<file path="src/design/lru_key_value_cache_core_macros.svh">
// assertion macros for the lru key-value cache core
// no dependencies; included by modules that carry concurrent checks
`ifndef LRU_KEY_VALUE_CACHE_CORE_MACROS_SVH
`define LRU_KEY_VALUE_CACHE_CORE_MACROS_SVH

// same-cycle implication, disabled while reset is asserted
`define LKVC_ASSERT_NOW(lbl, ck, rn, ante, cons, msg) \
    lbl: assert property (@(posedge ck) disable iff (!rn) (ante) |-> (cons)) else $error(msg);

// next-cycle implication, disabled while reset is asserted
`define LKVC_ASSERT_NEXT(lbl, ck, rn, ante, cons, msg) \
    lbl: assert property (@(posedge ck) disable iff (!rn) (ante) |=> (cons)) else $error(msg);

`endif

</file>
<file path="src/design/lkvc_pkg.sv">
// shared types and constants for the lru key-value cache core
// no dependencies; imported by lkvc_cell and lru_key_value_cache_core
`timescale 1ns / 1ps

package lkvc_pkg;

    localparam int KEY_W = 10;
    localparam int VAL_W = 32;
    localparam int CAP_W = 5;
    localparam logic [CAP_W-1:0] CAP_RESET = 5'd16;

    // operation codes
    localparam logic OP_GET = 1'b0;
    localparam logic OP_PUT = 1'b1;

    // sequencer states
    typedef enum logic {
        ST_IDLE,
        ST_UPDATE
    } state_t;

    // control broadcast from the sequencer to every cell
    typedef struct packed {
        logic cmp_en;
        logic upd_en;
        logic any_hit;
        logic is_put;
    } cell_ctrl_t;

endpackage

</file>
<file path="src/design/lkvc_cell.sv">
// one entry of the recency-ordered chain: key, value, valid and match flag
// depends on lkvc_pkg; instantiated in a row by lru_key_value_cache_core
`timescale 1ns / 1ps

module lkvc_cell
    import lkvc_pkg::*;
(
    input  logic                    clk,
    input  logic                    rst_n,
    input  cell_ctrl_t              ctrl,
    input  logic [KEY_W-1:0]        cmp_key,
    input  logic                    keep,
    input  logic                    prev_valid,
    input  logic [KEY_W-1:0]        prev_key,
    input  logic signed [VAL_W-1:0] prev_value,
    output logic                    valid,
    output logic [KEY_W-1:0]        key_q,
    output logic signed [VAL_W-1:0] value_q,
    input  logic                    found_in,
    input  logic signed [VAL_W-1:0] found_value_in,
    output logic                    found_out,
    output logic signed [VAL_W-1:0] found_value_out
);

    logic                    valid_reg;
    logic                    valid_next;
    logic                    match_reg;
    logic                    match_next;
    logic [KEY_W-1:0]        key_reg;
    logic signed [VAL_W-1:0] value_reg;
    logic                    shift_here;
    logic                    load;

    // hit at or beyond this cell moves this cell one place toward the back
    assign shift_here = match_reg | found_in;
    assign found_out  = shift_here;
    assign found_value_out = found_value_in | (match_reg ? value_reg : '0);

    // load from the front neighbor on a hit shift or on any put miss
    assign load = ctrl.upd_en & (ctrl.any_hit ? shift_here : ctrl.is_put);

    // a put miss drops entries that fall past the capacity
    assign valid_next = ctrl.any_hit ? prev_valid : (prev_valid & keep);

    // key compare at accept
    assign match_next = ctrl.cmp_en ? (valid_reg && (key_reg == cmp_key)) : match_reg;

    // control state
    always_ff @(posedge clk or negedge rst_n)
    begin
        if (!rst_n)
        begin
            valid_reg <= 1'b0;
            match_reg <= 1'b0;
        end
        else
        begin
            match_reg <= match_next;
            if (load)
            begin
                valid_reg <= valid_next;
            end
        end
    end

    // entry payload
    always_ff @(posedge clk)
    begin
        if (load)
        begin
            key_reg   <= prev_key;
            value_reg <= prev_value;
        end
    end

    assign valid   = valid_reg;
    assign key_q   = key_reg;
    assign value_q = value_reg;

endmodule

</file>
<file path="src/design/lru_key_value_cache_core.sv">
// top level of the lru key-value cache: sequencer, request registers, cell chain
// depends on lkvc_pkg, lkvc_cell and lru_key_value_cache_core_macros.svh
//
// channel   | handshake           | payload
// ----------+---------------------+--------------------------
// request   | start / busy        | opcode, key, value
// result    | done (one cycle)    | hit, read_value
// config    | cfg_valid/cfg_ready | cfg_data (capacity)
//
// at the accept edge every cell registers its key compare; in the update state
// the recency chain shifts and the result is registered.
// a get result shows on done in the cycle after the update; puts give no result.
// busy is high for the one update cycle; the result side cannot stall.
// reset clears all entries at once and sets capacity to 16; no clearing pass.
`timescale 1ns / 1ps

module lru_key_value_cache_core
    import lkvc_pkg::*;
#(
    parameter int MAX_ENTRIES = 16
)
(
    input  logic                    clk,
    input  logic                    rst_n,
    input  logic                    start,
    output logic                    busy,
    input  logic                    opcode,
    input  logic [KEY_W-1:0]        key,
    input  logic signed [VAL_W-1:0] value,
    output logic                    done,
    output logic                    hit,
    output logic signed [VAL_W-1:0] read_value,
    input  logic                    cfg_valid,
    output logic                    cfg_ready,
    input  logic [CAP_W-1:0]        cfg_data
);

`include "lru_key_value_cache_core_macros.svh"

    localparam int NW = $clog2(MAX_ENTRIES + 1);
    localparam int CW = (NW > CAP_W) ? NW : CAP_W;

    state_t                  state_reg;
    state_t                  state_next;
    logic [CAP_W-1:0]        capacity_reg;
    logic                    op_reg;
    logic [KEY_W-1:0]        key_reg;
    logic signed [VAL_W-1:0] value_reg;
    logic                    done_reg;
    logic                    done_next;
    logic                    hit_reg;
    logic                    hit_next;
    logic signed [VAL_W-1:0] read_value_reg;
    logic signed [VAL_W-1:0] read_value_next;
    logic                    accept;
    logic [CW-1:0]           cap_ext;
    logic [CW-1:0]           eff_cap;
    cell_ctrl_t              ctrl;

    // chain wiring: index i feeds cell i from the front, found runs back to front
    logic                    ch_valid [0:MAX_ENTRIES];
    logic [KEY_W-1:0]        ch_key   [0:MAX_ENTRIES];
    logic signed [VAL_W-1:0] ch_value [0:MAX_ENTRIES];
    logic                    fnd      [0:MAX_ENTRIES];
    logic signed [VAL_W-1:0] fnd_val  [0:MAX_ENTRIES];
    logic [MAX_ENTRIES-1:0]  keep;
    logic [MAX_ENTRIES-1:0]  valid_vec;

    assign accept    = start & (state_reg == ST_IDLE);
    assign busy      = (state_reg == ST_UPDATE);
    // capacity changes only when no item is accepted at the same edge
    assign cfg_ready = (state_reg == ST_IDLE) & !start;

    // capacity clamped to 1 .. MAX_ENTRIES
    assign cap_ext = CW'(capacity_reg);
    always_comb
    begin
        if (cap_ext == '0)
        begin
            eff_cap = CW'(1);
        end
        else if (cap_ext > CW'(MAX_ENTRIES))
        begin
            eff_cap = CW'(MAX_ENTRIES);
        end
        else
        begin
            eff_cap = cap_ext;
        end
    end

    // sequencer next state and outputs
    always_comb
    begin
        state_next      = state_reg;
        done_next       = 1'b0;
        hit_next        = 1'b0;
        read_value_next = '0;
        ctrl.cmp_en     = 1'b0;
        ctrl.upd_en     = 1'b0;
        ctrl.any_hit    = fnd[0];
        ctrl.is_put     = (op_reg == OP_PUT);
        case (state_reg)
            ST_IDLE:
            begin
                ctrl.cmp_en = start;
                if (start)
                begin
                    state_next = ST_UPDATE;
                end
            end
            ST_UPDATE:
            begin
                ctrl.upd_en = 1'b1;
                state_next  = ST_IDLE;
                if (op_reg == OP_GET)
                begin
                    done_next       = 1'b1;
                    hit_next        = fnd[0];
                    read_value_next = fnd_val[0];
                end
            end
            default:
            begin
                state_next = ST_IDLE;
            end
        endcase
    end

    // control registers
    always_ff @(posedge clk or negedge rst_n)
    begin
        if (!rst_n)
        begin
            state_reg    <= ST_IDLE;
            capacity_reg <= CAP_RESET;
            done_reg     <= 1'b0;
            hit_reg      <= 1'b0;
        end
        else
        begin
            state_reg <= state_next;
            done_reg  <= done_next;
            hit_reg   <= hit_next;
            if (cfg_valid && cfg_ready)
            begin
                capacity_reg <= cfg_data;
            end
        end
    end

    // request and result payload
    always_ff @(posedge clk)
    begin
        if (accept)
        begin
            op_reg    <= opcode;
            key_reg   <= key;
            value_reg <= value;
        end
        read_value_reg <= read_value_next;
    end

    assign done       = done_reg;
    assign hit        = hit_reg;
    assign read_value = read_value_reg;

    // front of the chain: the entry that becomes most recent
    assign ch_valid[0]          = 1'b1;
    assign ch_key[0]            = key_reg;
    assign ch_value[0]          = (op_reg == OP_PUT) ? value_reg : fnd_val[0];
    assign fnd[MAX_ENTRIES]     = 1'b0;
    assign fnd_val[MAX_ENTRIES] = '0;

    // row of cells, cell 0 most recent
    for (genvar i = 0; i < MAX_ENTRIES; i++)
    begin : g_cell
        assign keep[i]      = (CW'(i) < eff_cap);
        assign valid_vec[i] = ch_valid[i+1];

        lkvc_cell u_cell (
            .clk             (clk),
            .rst_n           (rst_n),
            .ctrl            (ctrl),
            .cmp_key         (key),
            .keep            (keep[i]),
            .prev_valid      (ch_valid[i]),
            .prev_key        (ch_key[i]),
            .prev_value      (ch_value[i]),
            .valid           (ch_valid[i+1]),
            .key_q           (ch_key[i+1]),
            .value_q         (ch_value[i+1]),
            .found_in        (fnd[i+1]),
            .found_value_in  (fnd_val[i+1]),
            .found_out       (fnd[i]),
            .found_value_out (fnd_val[i])
        );
    end

    // checks
    `LKVC_ASSERT_NEXT(a_accept_busy, clk, rst_n, accept, busy, "accepted item did not raise busy")
    `LKVC_ASSERT_NEXT(a_one_update, clk, rst_n, busy, !busy, "update lasted more than one cycle")
    `LKVC_ASSERT_NOW(a_done_after_update, clk, rst_n, done, $past(busy), "result without update")
    `LKVC_ASSERT_NOW(a_hit_needs_done, clk, rst_n, hit || (read_value != '0), done && hit, "hit or data outside a hit result")
    `LKVC_ASSERT_NOW(a_valid_packed, clk, rst_n, 1'b1, $onehot({1'b0, valid_vec} + 1'b1), "valid entries not packed at the front")

endmodule
</file>
<file path="config.mk">
export PLATFORM = sky130hd
export DESIGN_NAME = lru_key_value_cache_core
export DESIGN_NICKNAME = d
export VERILOG_FILES = /design/src/design/lkvc_pkg.sv /design/src/design/lkvc_cell.sv /design/src/design/lru_key_value_cache_core.sv
export VERILOG_INCLUDE_DIRS = /design/src /design/src/design
export SDC_FILE = /design/constraint.sdc
export NUM_CORES = 1
export LEC_CHECK = 0
export ABC_CLOCK_PERIOD_IN_PS = 3800
export BUFFER_PORTS_ARGS = -buffer_cell sky130_fd_sc_hd__clkbuf_2
export CAP_MARGIN = 20
export CORE_AREA = 2 2 293 208
export CTS_CLUSTER_SIZE = 12
export DETAILED_ROUTE_END_ITERATION = 10
export DIE_AREA = 0 0 295 210
export HOLD_SLACK_MARGIN = 0.08
export PLACE_DENSITY_LB_ADDON = 0.08
export SLEW_MARGIN = 20
export SYNTH_ARGS = -nofsm -noshare
export SYNTH_HDL_FRONTEND = slang
export SYNTH_SLANG_ARGS = --single-unit
</file>
<file path="constraint.sdc">
create_clock -name clk -period 3.8 [get_ports clk]
set_clock_uncertainty 0.05 [all_clocks]
set_input_delay 0.19 -clock clk [delete_from_list [all_inputs] [get_ports clk]]
set_output_delay 0.19 -clock clk [all_outputs]
set_load 0.02 [all_outputs]
</file>
---- Word level (Yosys, flattened, before mapping) ----
Index checks and enable logic that the tools add are counted.
operators by class
  magnitude comparators ................... 17
  equality and inequality tests ........... 16
  multiplexer cells ....................... 59
  bitwise operators ....................... 64
  reduce and logical (&&, ||, !) cells .... 20
operator list
  operator              number
  $mux W32              17
  $or A32 B32 Y32       15
  $eq A10 B10 Y1        16
  $lt A4 B5 Y1 const A  8
  $mux W1               39
  $and A1 B1 Y1         33
  $lt A3 B5 Y1 const A  4
  $logic_and A1 B1 Y1   17
  $or A1 B1 Y1          15
  $lt A1 B5 Y1 const A  2
  $lt A2 B5 Y1 const A  2
  $mux W5               2
  $gt A5 B5 Y1 const B  1
  $logic_not A5 Y1      1
  $pmux W1 S2           1
  $reduce_or A2 Y1      1
  $logic_not A1 Y1      1
  $not A1 Y1            1
storage, ports and cells
  register bits ........................... 787
  logic and storage cells ................. 248

---- Longest topological paths before layout ----
Gate-level depths: netlist (run 1).
  depth in word-level cells ............... 17
  mapped depth ............................ 7
  mapped depth without buffers ............ 6

---- Cells and area by module ----
Synthesis (run 1) repeated with hierarchy kept, for this count alone.
unflattened totals
  cells, all modules ...................... 1828
  area total of the unflattened synthesis .. 30770.8 µm²
by module, submodules not included
  module                    times used  cells each  area each (µm²)  seq. area each (µm²)
  lkvc_cell                 16          102         1730.4           1311.3
  lru_key_value_cache_core  1           196         3084.2           2133.3

---- Worst setup path after synthesis (run 1) ----
No wires, ideal clock.
  kind .................................... flip-flop to flip-flop
  from .................................... register g_cell[8].u_cell.match_reg
  to ...................................... register g_cell[12].u_cell.valid_reg
  library setup time ...................... 0.130 ns
  arrival time ............................ 3.938 ns
  data required time ...................... 3.620 ns
  setup slack ............................. -0.318 ns
  stages on the path, launching flop included .. 7
  clock period less this slack ............ 4.118 ns
  path through ............................ dfrtp_1 > buf_6 > nor4_4 > and4_1 > nand3b_1 > a31oi_1 > mux2_2
on the way
  longest elaborated chain between the ends .. 11
ends and longest elaborated chain
  item                        line             text
  start: declaration          lkvc_cell.sv:27  logic match_reg;
  start signal: assignment    lkvc_cell.sv:58  match_reg <= match_next;
  $or A1 B1 Y1 (9 in series)  lkvc_cell.sv:35  assign shift_here = match_reg | found_in;
  $mux W1                     lkvc_cell.sv:40  assign load = ctrl.upd_en & (ctrl.any_hit ? shift_here : ctrl.is_put);
  $and A1 B1 Y1               lkvc_cell.sv:40
  net g_cell[12].u_cell.load  lkvc_cell.sv:32  logic load;
  end signal: assignment      lkvc_cell.sv:61  valid_reg <= valid_next;
  end: declaration            lkvc_cell.sv:25  logic valid_reg;
The timed path passes the listed nets, and every way through them passes these cells.
A chain may end at the register's enable or synchronous reset.

---- Worst setup path after layout (run 1) ----
  from .................................... register g_cell[2].u_cell.match_reg
  to ...................................... register g_cell[14].u_cell.value_reg[22], enable pin
on the way
  longest elaborated chain between the ends .. 5
ends and longest elaborated chain
  item                        line             text
  start: declaration          lkvc_cell.sv:27
  start signal: assignment    lkvc_cell.sv:58
  $or A1 B1 Y1 (3 in series)  lkvc_cell.sv:35
  $mux W1                     lkvc_cell.sv:40
  $and A1 B1 Y1               lkvc_cell.sv:40
  net g_cell[14].u_cell.load  lkvc_cell.sv:32
  end signal: assignment      lkvc_cell.sv:72  value_reg <= prev_value;
  end: declaration            lkvc_cell.sv:30  logic signed [VAL_W-1:0] value_reg;
The timed path passes the listed nets, and every way through them passes these cells.

==> flow_summary.toml, run 1 <==
[synth]
ys.flop_type = "edfxtp_1"
synth_fp_nets = 1751
synth_cells = 1699
synth_edf_count = 715
ys_seq_area_frac = 0.788
syn_area_um2 = 29300
ys_ff_latch = 787
yosysUniqueCellTypes = 52
yosysWarnings = 0
syn_area_per_cell_um2 = 17.3
async_flop_share = 0.0508

[floorplanning]
start_util = 0.496
rows = 75
die_x_um = 295
coreArea_um2 = 59200
dieArea_um2 = 62000
design.portCount = 88
die_h_um = 210

[global_routing]
grt_max_degree = 44
use_met2 = 0.338
grt-ovfl-total = 0
gr-usage-met1 = 0.400
grt_pass1_wl_um = 111000
grt_usage = 0.250
busiest_layer = "met1"
met3_usage = 0.0702
antenna_found_initial = 0
grt_pass1_vias = 16200

[timing]
fin_tns_setup_ns = 0
hold_viol_final = 0
tightestPinTransition_ns = 0.989
rsz0062_at_grt = "no"
maxSlewHeadroom = 0.341
max_freq_ghz = 0.330
final.min_clock_period_ns = 3.03
setup_violations = 0
period_share = 0.797
report.final.slew_viol_count = 0

[setup_path]
cp_num_buf_inv = 1
crit_slowest_cell = "buf_4"
required_ns = 4.00
cp-end-kind = "flop"
cpPeakStageDelay_ns = 0.56
worstSetupPathType = "reg -> reg"
worst_setup_path_start_kind = "flop"
crit_chain = "nor3_2 -> nand4_4 -> nor2_1 -> o31a_2 -> buf_4"
critPathTopFamily = "simple AND/OR/NAND/NOR gates"
path_max_fanout = 26
critPathArrivalTime_ns = 3.23

[placement]
place_hpwl_um = 45900
port_buffers = 87
postPlaceCellArea_um2 = 30900
gp_congestion = 0.804
placed_cells = 2543

[power]
vdd.ir_drop.worst_mv = 0.326
p_leak_nw = 11.7
powerDensity_nw_per_um2 = 536
finalPower_mw = 18.1

[route]
first_iter_violations = 1903
antenna_left = 0
routed_wl_um = 75900
dr.pass1.iters = 5
vias = 16200
routedWlPerCell_um = 27.8
drc = 0
vias_per_cell = 5.95

[cells_and_area]
regArea_um2 = 23100
post-route-cell-area_um2 = 33800
drive_gt1_frac = 0.150
nFillCells = 4583
syn_to_final_growth_pct = 15.1
fin_nets = 1912
n_antenna_cell = 0
fin_util = 0.570
stdcell_count = 2732
multi_input_comb_area_um2 = 5720
largest_reg_flops = 512

[outcome]
outcome = "finished clean"

[clock_tree]
cts_setup_buffers = 0
clkTransAtPathRegs_ns = 0.06
clock-sinks = 787
clockBufferDepth = 3
cts_htree_levels = 3
tritoncts = "built"
insertion_delay_ns = 0.62
cts_buffers = 78
clockRootBuffer = "clkbuf_16"

[hold_path]
min_path_type = "in -> async"

[job]
maxCapViolations = 0
-- power breakdown --
part           switching [mW]  internal [mW]  total (mW)
Clock                    3.19           4.17        7.36
Combinational           0.456          0.238       0.695
Sequential              0.232           9.80        10.0
Total                    3.88           14.2        18.1
-- placed cells by master, fill, tap and decap left out, drive strengths merged, types with 3 or more instances in the layout --
cell type and n:
edfxtp 715, dfxtp 32, nand3 86, nand2 23
o41ai 14, a22oi 128, a22o 66, nor2 76
nor4 35, clkinv 4, clkbuf 222, a221oi 64
o31ai 4, xor2 151, a21boi 9, mux2i 32
dfrtp 39, a21oi 6, xnor2 9, dlygate4sd3 45
nor3 6, buf 50, nor2b 5, o31a 4
mux2 15, nand3b 3, o21ai 10, inv 48
nand4 5
-- synthesized netlist by cell type (5+ instances only) --
cell	n	area (um^2)
edfxtp_1	715	21500
nor2b_1	5	31.3
xor2_1	151	1320
a21boi_0	9	67.6
mux2i_1	32	320
mux2_2	14	158
o21ai_0	10	50.1
nand3_1	86	430
inv_1	45	169
a22o_1	66	578
a21oi_1	6	30.0
nor4_1	33	206
a221oi_1	64	561
xnor2_1	9	78.8
a22oi_1	128	961
o41ai_1	14	123
buf_1	22	82.6
dfxtp_1	32	641
clkbuf_1	72	270
dfrtp_1	39	976
nand2_1	22	82.6
nor2_1	75	282
-- what timing repair did --
item | 4_1_cts | 5_1_grt
hold buffers | 45 | 0
hold endpoints to repair | 78 | 0
resized for setup | 0 | 0
-- worst reg2reg max path, delay by kind of cell (launching register included) --
family          cells  cell delay (ns)
buf+inv             1             0.57
simple gates        3             1.10
flops               1             0.40
compound gates      1             0.52
-- metal layers --
layer / share of wire / wire length (um) / up-vias
met4: 0.018 / 1400 / 0
met2: 0.41 / 30900 / 828
met1: 0.47 / 35900 / 8308
li1: - / - / 7019
met5: 0 / 0 / -
met3: 0.10 / 7660 / 93
-- path summary, 6_finish.rpt --
kind / slack, ns / start / cells past startpoint / end
hold / removal: 0.12 / rst_n / 3 / done
setup reg to reg: 0.77 / g_cell[2].u_cell.match_reg / 5 / g_cell[14].u_cell.value_q[22]
hold reg to reg: 0.37 / key_reg[2] / 0 / g_cell[0].u_cell.key_q[2]
setup / recovery: 0.77 / g_cell[2].u_cell.match_reg / 5 / g_cell[14].u_cell.value_q[22]
max in group asynchronous: 3.10 / rst_n / 3 / g_cell[14].u_cell.match_reg
min in group clk: 0.23 / value[27] / 2 / value_reg[27]
-- final cells by class --
cell class | count | area share
well taps | 808 | 0.0299
inverters | 45 | 0.00500
multi-input cells | 766 | 0.169
clock buffers | 135 | 0.0669
clock inverters | 9 | 0.00345
flip-flops and latches | 787 | 0.685
repair buffers | 182 | 0.0403
-- logic make-up (layout without fill, tap and decap cells) --
family | Yosys count | after routing | synth area share
multiplexers | 47 | 47 | 0.0168
buffers and inverters | 146 | 371 | 0.0195
AO/OA/AOI/OAI | 313 | 313 | 0.0857
flip-flops | 787 | 787 | 0.788
XOR/XNOR | 160 | 160 | 0.0478
AND/OR/NAND/NOR | 246 | 246 | 0.0426
-- per-stage QoR --
stage | hold slack, ns | setup slack (ns)
finish | 0.123 | 0.771
global route | 0.170 | 0.577
floorplan | -0.156 | 0.100
CTS | 0.133 | 0.777
global placement | 0.254 | 0.767
detailed placement | 0.258 | 0.785
Note: power is estimated with default switching activity, not from simulation.
==> inputs of run 2 (changes only) <==
--- a/config.mk
+++ b/config.mk
@@ -6,7 +6,7 @@
 export SDC_FILE = /design/constraint.sdc
 export NUM_CORES = 1
 export LEC_CHECK = 0
-export ABC_CLOCK_PERIOD_IN_PS = 3800
+export ABC_CLOCK_PERIOD_IN_PS = 2900
 export BUFFER_PORTS_ARGS = -buffer_cell sky130_fd_sc_hd__clkbuf_2
 export CAP_MARGIN = 20
 export CORE_AREA = 2 2 293 208
==> constraint.sdc (replaced) <==
create_clock -name clk -period 2.9 [get_ports clk]
set_clock_uncertainty 0.05 [all_clocks]
set_input_delay 0.145 -clock clk [delete_from_list [all_inputs] [get_ports clk]]
set_output_delay 0.145 -clock clk [all_outputs]
set_load 0.02 [all_outputs]
==> flow_summary.toml, run 2 (same netlist as run 1, synthesis figures left out) <==
[outcome]
outcome = "finished clean"

[clock_tree]
cts_setup_buffers = 0
cts_htree_levels = 3
clock-sinks = 787
clockBufferDepth = 3
insertion_delay_ns = 0.62
clockRootBuffer = "clkbuf_16"
clkTransAtPathRegs_ns = 0.06
cts_buffers = 78
tritoncts = "built"

[hold_path]
min_path_type = "in -> async"

[timing]
rsz0062_at_grt = "no"
max_freq_ghz = 0.392
final.min_clock_period_ns = 2.55
report.final.slew_viol_count = 0
setup_violations = 0
period_share = 0.880
tightestPinTransition_ns = 0.920
hold_viol_final = 0
maxSlewHeadroom = 0.379

[route]
antenna_left = 0
drc = 0
first_iter_violations = 2135
vias = 16500
routedWlPerCell_um = 27.9
dr.pass1.iters = 6
routed_wl_um = 77000
vias_per_cell = 5.99

[global_routing]
grt-ovfl-total = 0
antenna_found_initial = 0
met3_usage = 0.0711
grt_usage = 0.254
gr-usage-met1 = 0.396
busiest_layer = "met1"
use_met2 = 0.350
grt_pass1_wl_um = 113000
grt_max_degree = 44
grt_pass1_vias = 16600

[setup_path]
cp-end-kind = "flop"
critPathArrivalTime_ns = 2.82
worstSetupPathType = "reg -> reg"
path_max_fanout = 20
cp_num_buf_inv = 3
crit_slowest_cell = "o41ai_1"
cpMostUsedCell = "buf_4"
required_ns = 3.17
r2r_slack_ns = 0.35
worst_setup_path_start_kind = "flop"
cpPeakStageDelay_ns = 0.64
crit_chain = "buf_4 -> nor4_1 -> nand4_1 -> o41ai_1 -> inv_2 -> buf_4"
critPathTopFamily = "compound AO/OA/AOI/OAI gates"

[power]
p_leak_nw = 11.8
vdd.ir_drop.worst_mv = 0.453
finalPower_mw = 23.8
powerDensity_nw_per_um2 = 698

[floorplanning]
die_x_um = 295
coreArea_um2 = 59200
rows = 75
design.portCount = 88
start_util = 0.496
dieArea_um2 = 62000
die_h_um = 210

[placement]
place_hpwl_um = 48000
placed_cells = 2565
port_buffers = 87
gp_congestion = 0.837

[cells_and_area]
fin_nets = 1937
stdcell_count = 2755
fin_util = 0.576
drive_gt1_frac = 0.159
n_antenna_cell = 0
syn_to_final_growth_pct = 16.1
mostFrequentLayoutCells = "715 x edfxtp_1, 151 x xor2_1, 128 x a22oi_1"
largest_reg_flops = 512
final_common_cell = "edfxtp_1"
nFillCells = 4539

[job]
maxCapViolations = 0
==> run 2: cell count changes in the layout (fill, tap and decap cells not counted), sizes merged <==
cell         previous run  this run
dlygate4sd3            45        48
buf                    50        72
clkinv                  4         1
clkinvlp                0         1
==> run 2: timing repair <==
item	4_1_cts	5_1_grt
gates resized for setup	0	0
hold buffers	48	0
endpoints found under the hold margin	69	0
setup endpoints to repair	0	0
==> run 2: final cells by class <==
class	instances	area [um^2]	area share
clock buffers	135	2270	0.0666
clock inverters	7	110	0.00323
inverters	45	173	0.00507
multi-input cells	766	5730	0.168
flip-flops and latches	787	23100	0.679
well taps	808	1010	0.0297
repair buffers	207	1660	0.0486
==> run 2: path summary, 6_finish.rpt <==
kind / from / to / cells after the start
worst min register to register: key_reg[7] / g_cell[0].u_cell.key_q[7] / 0
worst max register to register: g_cell[4].u_cell.match_reg / g_cell[1].u_cell.value_q[13] / 6
worst min-delay path: rst_n / g_cell[1].u_cell.match_reg / 2
worst max-delay path: g_cell[4].u_cell.match_reg / g_cell[1].u_cell.value_q[13] / 6
max in group asynchronous: rst_n / cap_ext[4] / 3
min in group clk: start / g_cell[1].u_cell.match_reg / 5
==> run 2: worst register-to-register path, delay by kind of cell, from the launching register on <==
| kind | cells | cell delay, ns |
|---|---|---|
| and+or+nand+nor | 2 | 0.55 |
| AOI/OAI and AO/OA | 1 | 0.64 |
| DFF | 1 | 0.41 |
| buffers and inverters | 3 | 0.58 |
==> run 2: routing by layer <==
layer	wire length (um)	up-vias
li1	-	7058
met1	35000	8402
met2	32000	924
met3	8250	129
met4	1730	0
met5	0	-
==> run 2: stage by stage <==
step / area [um^2] / setup TNS [ns] / setup slack (ns) / hold WS [ns]
after global placement: 31200 / 0 / 0.439 / 0.201
final: 34100 / 0 / 0.349 / 0.0817
after detailed placement: 31200 / 0 / 0.410 / 0.211
after floorplan: 29400 / -12.13 / -0.260 / -0.201
after CTS: 34100 / 0 / 0.397 / 0.0906
after global routing: 34100 / 0 / 0.242 / 0.149
==> run 2: power by group <==
group	switching [mW]	internal (mW)
sequential	0.291	12.8
clock	4.19	5.50
combinational	0.617	0.347
